### src/hw/rtl/ibrc_pkg.sv
package ibrc_pkg;

  localparam int CHAN_W  = 16;
  localparam int USED_CH = 10;
  localparam int BYTE_W  = 8;

  localparam logic [BYTE_W-1:0] HDR_FIRST  = 8'h20;
  localparam logic [BYTE_W-1:0] HDR_SECOND = 8'h40;
  localparam logic [CHAN_W-1:0] SUM_ALL_ONES = 16'hFFFF;
  localparam logic [CHAN_W-1:0] FAILSAFE_RESET = 16'd1020;

  localparam int CFG_IDX_W = 1;
  localparam logic [CFG_IDX_W-1:0] REG_FAILSAFE = 1'b0;

  typedef logic [USED_CH-1:0][CHAN_W-1:0] chan_array_t;

  typedef struct packed {
    logic emit;
    logic status;
    logic latch;
  } parse_evt_t;

endpackage

### src/hw/rtl/ibrc_parser.sv
module ibrc_parser #(
  parameter int FRAME_CHANNELS = 14
) (
  input  logic                         clk,
  input  logic                         rst,
  input  logic                         step,
  input  logic [ibrc_pkg::BYTE_W-1:0]  rx_byte,
  input  logic                         link_timeout,
  input  logic [ibrc_pkg::CHAN_W-1:0]  threshold,
  output ibrc_pkg::parse_evt_t         evt,
  output ibrc_pkg::chan_array_t        staged
);
  import ibrc_pkg::*;

  localparam int PAY_BYTES = 2 * FRAME_CHANNELS;
  localparam int IDX_W = $clog2(PAY_BYTES + 1);

  typedef enum logic [3:0] {
    PH_HUNT    = 4'b0001,
    PH_HEADER  = 4'b0010,
    PH_PAYLOAD = 4'b0100,
    PH_TRAILER = 4'b1000
  } phase_t;

  phase_t             phase, phase_next;
  logic [IDX_W-1:0]   idx, idx_next;
  logic [IDX_W:0]     idx_inc;
  logic [CHAN_W-1:0]  sum, sum_next;
  logic [BYTE_W-1:0]  pending, pending_next;
  logic [CHAN_W-1:0]  trailer;
  logic               sum_ok, failsafe;

  assign idx_inc  = {1'b0, idx} + 1'b1;
  assign trailer  = {rx_byte, pending};
  assign sum_ok   = (trailer == (SUM_ALL_ONES - sum));
  assign failsafe = (staged[0] < threshold) && (staged[1] < threshold) &&
                    (staged[2] < threshold) && (staged[3] < threshold);

  always_comb begin
    phase_next   = phase;
    idx_next     = idx;
    sum_next     = sum;
    pending_next = pending;
    evt          = '0;
    if (link_timeout) begin
      phase_next = PH_HUNT;
      idx_next   = '0;
      evt.emit   = 1'b1;
      evt.status = 1'b1;
    end else begin
      case (phase)
        PH_HUNT: begin
          if (rx_byte == HDR_FIRST) phase_next = PH_HEADER;
        end
        PH_HEADER: begin
          if (rx_byte == HDR_SECOND) begin
            phase_next = PH_PAYLOAD;
            idx_next   = '0;
            sum_next   = CHAN_W'(HDR_FIRST) + CHAN_W'(HDR_SECOND);
          end else if (rx_byte != HDR_FIRST) begin
            phase_next = PH_HUNT;
          end
        end
        PH_PAYLOAD: begin
          sum_next = sum + CHAN_W'(rx_byte);
          if (!idx[0]) pending_next = rx_byte;
          if (idx_inc >= (IDX_W+1)'(PAY_BYTES)) begin
            phase_next = PH_TRAILER;
            idx_next   = '0;
          end else begin
            idx_next = idx_inc[IDX_W-1:0];
          end
        end
        PH_TRAILER: begin
          if (idx == '0) begin
            pending_next = rx_byte;
            idx_next     = IDX_W'(1);
          end else begin
            phase_next = PH_HUNT;
            idx_next   = '0;
            evt.emit   = 1'b1;
            evt.status = !sum_ok || failsafe;
            evt.latch  = sum_ok && !failsafe;
          end
        end
        default: begin
          phase_next = PH_HUNT;
          idx_next   = '0;
        end
      endcase
    end
  end

  always_ff @(posedge clk) begin
    if (rst) begin
      phase   <= PH_HUNT;
      idx     <= '0;
      sum     <= '0;
      pending <= '0;
    end else if (step) begin
      phase   <= phase_next;
      idx     <= idx_next;
      sum     <= sum_next;
      pending <= pending_next;
    end
  end

  // staged channels: written by every frame before its trailer, no reset
  always_ff @(posedge clk) begin
    for (int k = 0; k < USED_CH; k++) begin
      if (step && !link_timeout && (phase == PH_PAYLOAD) && idx[0] &&
          (idx[IDX_W-1:1] == (IDX_W-1)'(k))) begin
        staged[k] <= {rx_byte, pending};
      end
    end
  end

endmodule

### src/hw/rtl/ibus_rc_frame_decoder.sv
// channel  handshake                      payload
// cfg      APB psel/penable/pwrite        paddr[2:0], pwdata, prdata
// in       in_valid / in_ready            rx_byte, link_timeout
// out      out_valid / out_ready          link_status, ten channel values
//
// One item per cycle while the result register is free; an item is held in the
// input register, then its result in the result register.
// rst is synchronous: parser hunts, held channels zero, threshold 1020.
// A stalled result holds the result register; the input register still
// takes an item and waits behind it, so in_ready drops only when both are full.
module ibus_rc_frame_decoder #(
  parameter int FRAME_CHANNELS = 14
) (
  input  logic                         clk,
  input  logic                         rst,
  input  logic                         psel,
  input  logic                         penable,
  input  logic                         pwrite,
  input  logic [2:0]                   paddr,
  input  logic [31:0]                  pwdata,
  output logic [31:0]                  prdata,
  output logic                         pready,
  input  logic                         in_valid,
  output logic                         in_ready,
  input  logic [ibrc_pkg::BYTE_W-1:0]  rx_byte,
  input  logic                         link_timeout,
  output logic                         out_valid,
  input  logic                         out_ready,
  output logic                         link_status,
  output logic [ibrc_pkg::CHAN_W-1:0]  roll_value,
  output logic [ibrc_pkg::CHAN_W-1:0]  pitch_value,
  output logic [ibrc_pkg::CHAN_W-1:0]  throttle_value,
  output logic [ibrc_pkg::CHAN_W-1:0]  yaw_value,
  output logic [ibrc_pkg::CHAN_W-1:0]  knob_a_value,
  output logic [ibrc_pkg::CHAN_W-1:0]  knob_b_value,
  output logic [ibrc_pkg::CHAN_W-1:0]  switch_a_value,
  output logic [ibrc_pkg::CHAN_W-1:0]  switch_b_value,
  output logic [ibrc_pkg::CHAN_W-1:0]  switch_c_value,
  output logic [ibrc_pkg::CHAN_W-1:0]  switch_d_value
);
  import ibrc_pkg::*;

  logic [CHAN_W-1:0] threshold;
  logic [CFG_IDX_W-1:0] cfg_idx;

  logic              s1_valid;
  logic [BYTE_W-1:0] s1_byte;
  logic              s1_timeout;
  logic              out_free, s1_step;

  parse_evt_t        evt;
  chan_array_t       staged;
  chan_array_t       held, held_next;
  chan_array_t       res_chan;
  logic              res_status;

  assign pready  = 1'b1;
  assign cfg_idx = paddr[2];
  assign prdata  = (cfg_idx == REG_FAILSAFE) ? {16'b0, threshold} : '0;

  always_ff @(posedge clk) begin
    if (rst) begin
      threshold <= FAILSAFE_RESET;
    end else if (psel && penable && pwrite && pready && cfg_idx == REG_FAILSAFE) begin
      threshold <= pwdata[CHAN_W-1:0];
    end
  end

  assign out_free = !out_valid || out_ready;
  assign s1_step  = s1_valid && out_free;
  assign in_ready = !s1_valid || out_free;

  always_ff @(posedge clk) begin
    if (rst) begin
      s1_valid <= 1'b0;
    end else if (in_ready) begin
      s1_valid <= in_valid;
    end
  end

  always_ff @(posedge clk) begin
    if (in_ready && in_valid) begin
      s1_byte    <= rx_byte;
      s1_timeout <= link_timeout;
    end
  end

  ibrc_parser #(
    .FRAME_CHANNELS(FRAME_CHANNELS)
  ) u_parser (
    .clk          (clk),
    .rst          (rst),
    .step         (s1_step),
    .rx_byte      (s1_byte),
    .link_timeout (s1_timeout),
    .threshold    (threshold),
    .evt          (evt),
    .staged       (staged)
  );

  assign held_next = evt.latch ? staged : held;

  always_ff @(posedge clk) begin
    if (rst) begin
      held <= '0;
    end else if (s1_step) begin
      held <= held_next;
    end
  end

  always_ff @(posedge clk) begin
    if (rst) begin
      out_valid <= 1'b0;
    end else if (out_free) begin
      out_valid <= s1_step && evt.emit;
    end
  end

  always_ff @(posedge clk) begin
    if (s1_step && evt.emit) begin
      res_status <= evt.status;
      res_chan   <= held_next;
    end
  end

  assign link_status    = res_status;
  assign roll_value     = res_chan[0];
  assign pitch_value    = res_chan[1];
  assign throttle_value = res_chan[2];
  assign yaw_value      = res_chan[3];
  assign knob_a_value   = res_chan[4];
  assign knob_b_value   = res_chan[5];
  assign switch_a_value = res_chan[6];
  assign switch_b_value = res_chan[7];
  assign switch_c_value = res_chan[8];
  assign switch_d_value = res_chan[9];

endmodule

### config.mk
export PLATFORM = sky130hd
export DESIGN_NAME = ibus_rc_frame_decoder
export DESIGN_NICKNAME = d
export VERILOG_FILES = /design/src/hw/rtl/ibrc_pkg.sv /design/src/hw/rtl/ibrc_parser.sv /design/src/hw/rtl/ibus_rc_frame_decoder.sv
export SDC_FILE = /design/constraint.sdc
export NUM_CORES = 1
export LEC_CHECK = 0
export BUFFER_PORTS_ARGS = -buffer_cell sky130_fd_sc_hd__buf_4
export CAP_MARGIN = 20
export CORE_MARGIN = 3
export CORE_UTILIZATION = 45
export DETAILED_ROUTE_END_ITERATION = 8
export PLACE_DENSITY_LB_ADDON = 0.12
export SLEW_MARGIN = 20
export SYNTH_ARGS = -nofsm -noshare
export SYNTH_HDL_FRONTEND = slang
export SYNTH_SLANG_ARGS = --single-unit
### constraint.sdc
create_clock -name clk -period 4.5 [get_ports clk]
set_input_delay 0.225 -clock clk [delete_from_list [all_inputs] [get_ports clk]]
set_output_delay 0.225 -clock clk [all_outputs]
set_load 0.02 [all_outputs]
==> out/qor.yml <==
outcome:
  status: "finished clean"
drt:
  drtIter0Drc: 1338
  avgRoutedWirePerCell_um: 24.6
  dr.pass1.iters: 5
  drc_errors: 0
  wl_um: 67100
  via_per_inst: 5.99
  antenna_left: 0
  num_vias: 16300
pwr:
  p_int_mw: 8.01
  clkPwrFrac: 0.455
  p_leak_nw: 10.9
  p_seq_frac: 0.518
  p_sw_mw: 2.14
  swShare: 0.210
  worst_ir_drop_vdd_mv: 0.270
  comb_power_share: 0.027
  cellPowerDensity_nw_per_um2: 367
flow_run:
  maxCapViolations: 0
place:
  finalWeightedCongestion: 0.863
  numPortBuffers: 211
  dpl_cell_area_um2: 25500
  pre_cts_ws_ps: 758
  placedCellCount: 2591
  dp_hpwl_um: 37700
logic_synthesis:
  async_flop_share: 0
  synth_cells: 1821
  yosysWarnings: 0
  synth-simple-area-share: 0.0897
  syn_area_per_cell_um2: 12.8
  synth-xor-area-share: 0.0101
  yosysUniqueCellTypes: 61
  synth_compound_area_frac: 0.117
  synthMuxAreaShare: 0.0973
  syn_area_um2: 23300
  synth_top_family_by_area: "compound AO/OA/AOI/OAI gates"
  synth-edff-count: 330
  ys_seq_area_frac: 0.606
  synthAdderAreaFrac: 0.0389
  synthFlopType: "edfxtp_1"
  ys_seq_elements: 541
timing:
  setup_violations: 0
  fin_ws_ps: 696
  slew_headroom: 0.301
  slew_viol_final: 0
  clock.fmax_mhz: 263
  worst_pin_slew_ps: 1050
  period_needed_ps: 3800
  hold_viol: 0
  rsz0062_at_grt: "false"
  setup_tns_ps: 0
  skew_ps: 25.0
  finalCritPeriodShare: 0.845
final_layout:
  final_util: 0.546
  area.growth.synth_to_final_pct: 18.8
  fillCellCount: 4249
  most-common-layout-cells: "edfxtp_1, buf_4, dfxtp_1, a21oi_1, nand4_1"
  diodes: 0
  fin_nets: 2132
  layout_commonest_cell: "edfxtp_1"
  drive_above_1_share: 0.255
  stdcell_count: 2729
  design_area_um2: 27700
clocking:
  cts-root-buf: "clkbuf_16"
  numCtsBuffers: 56
  clock_path_buffers: 3
  hold_buffers: 33
  clkLatencyLatePin_ps: 620
  ctsHtreeMaxLevel: 2
  cts.clk_slew.worst_paths_ps: 60
  cts_tree: "built"
  clkSinkCount: 541
  cts_setup_buffers: 0
  cts_resized: 0
floorplanning:
  core_area_um2: 50700
  io_pins: 247
  die_h_um: 234
  initial_utilization: 0.460
  die_w_um: 234
  dieArea_um2: 54600
  rows: 82
grt:
  grt_pass1_wl_um: 99500
  grt_remaining_overflow: 0
  grt_pass1_vias: 15800
  grt_max_degree: 162
  grt_usage: 0.240
  antenna_found_initial: 2
worst_setup_path:
  endpoint_kind: "register"
  cp.required_ps: 4850
  start_kind: "register"
  arrival_ps: 4160
  crit_type: "register to register"
  worstPathMaxFanout: 30
worst_hold_path:
  min_path_type: "input port to register"
[per-layer routing]
layer  vias to the layer above  wire [um]  GRT usage
li1                       7388          -          -
met1                      8215      29200      0.334
met2                       618      31300      0.380
met3                       119       4440     0.0423
met4                         0       2190     0.0822
met5                         -          0          0
[flip-flops by register name (all words and copies together) (netlist names), 4 cells and up]
name and cells:
held 160, u_parser.staged 160, knob_a_value 16, knob_b_value 16
pitch_value 16, roll_value 16, switch_a_value 16, switch_b_value 16
switch_c_value 16, switch_d_value 16, threshold 16, throttle_value 16
u_parser.sum 16, yaw_value 16, s1_byte 8, u_parser.pending 8
u_parser.idx 5, u_parser.phase 4
[cell usage after synthesis, types with 4 or more instances]
master,instances,share of area
a211oi_1,5,0.0016
a21o_1,5,0.0016
a21oi_1,203,0.044
a22oi_1,9,0.0029
and2_1,4,0.0011
and3_1,6,0.0016
buf_1,16,0.0026
buf_2,26,0.0056
buf_4,18,0.0058
buf_6,11,0.0053
clkbuf_1,104,0.017
dfxtp_1,211,0.18
edfxtp_1,330,0.43
ha_1,70,0.038
inv_1,24,0.0039
mux2_2,60,0.029
mux2_4,100,0.064
mux2i_1,9,0.0039
nand2_1,52,0.0084
nand2b_1,7,0.0019
nand3_1,9,0.0019
nand4_1,176,0.047
nor2_1,67,0.011
nor2b_1,8,0.0021
nor3_1,10,0.0021
nor4_1,7,0.0019
o211a_1,4,0.0017
o211ai_1,11,0.0035
o21a_1,4,0.0013
o21ai_0,19,0.0041
o31ai_1,161,0.052
or3_1,6,0.0016
xnor2_1,9,0.0034
xor2_1,18,0.0068
[worst max-delay path, stage by stage, from the launching register on]
cell and delay, ps:
dfxtp_1 410, inv_1 130, ha_1 320, nand2_1 90, nor4_1 580, o211ai_1 180, o32ai_1 220, buf_4 200
or3_4 160, nand3_4 470, buf_12 410, mux2_4 330
[final timing paths]
| kind | slack (ps) | end | start | depth (start not counted) |
|---|---|---|---|---|
| min | 240 | threshold[11] | pwrite | 4 |
| max reg2reg | 700 | knob_b_value[9] | threshold[15] | 11 |
| min reg2reg | 460 | threshold[12] | threshold[12] | 2 |
| max | 700 | knob_b_value[9] | threshold[15] | 11 |
[through the flow]
step	total power, mW	hold WS [ps]
3_5_place_dp	5.62	407
4_1_cts	10.2	216
5_1_grt	10.5	263
2_1_floorplan	5.51	324
6_report	10.1	242
3_3_place_gp	5.62	404
[final cells by class]
class	count	area, um2	area share
clock buffers	80	1590	0.0575
clock inverters	25	229	0.00827
inverters	24	93.8	0.00339
multi-input cells	1096	8380	0.303
flip-flops and latches	541	14100	0.511
well taps	672	841	0.0304
repair buffers	291	2410	0.0871
[power groups by stage]
stage	clock network (mW)	logic [mW]	registers [mW]
after detailed placement	0	0.253	5.37
after CTS	4.69	0.274	5.26
after global placement	0	0.250	5.37
after global routing	4.90	0.294	5.26
final	4.61	0.275	5.26
after floorplan	0	0.129	5.38
[logic make-up (layout without fill, tap and decap cells)]
group	count (synthesis)	after routing
multiplexers	169	169
other	2	17
XOR/XNOR	27	27
buffers and inverters	199	420
adder cells (fa/ha/maj)	72	72
flip-flops	541	541
AND/OR/NAND/NOR	376	376
AO/OA/AOI/OAI	435	435
Power figures use the tool's default switching activity.
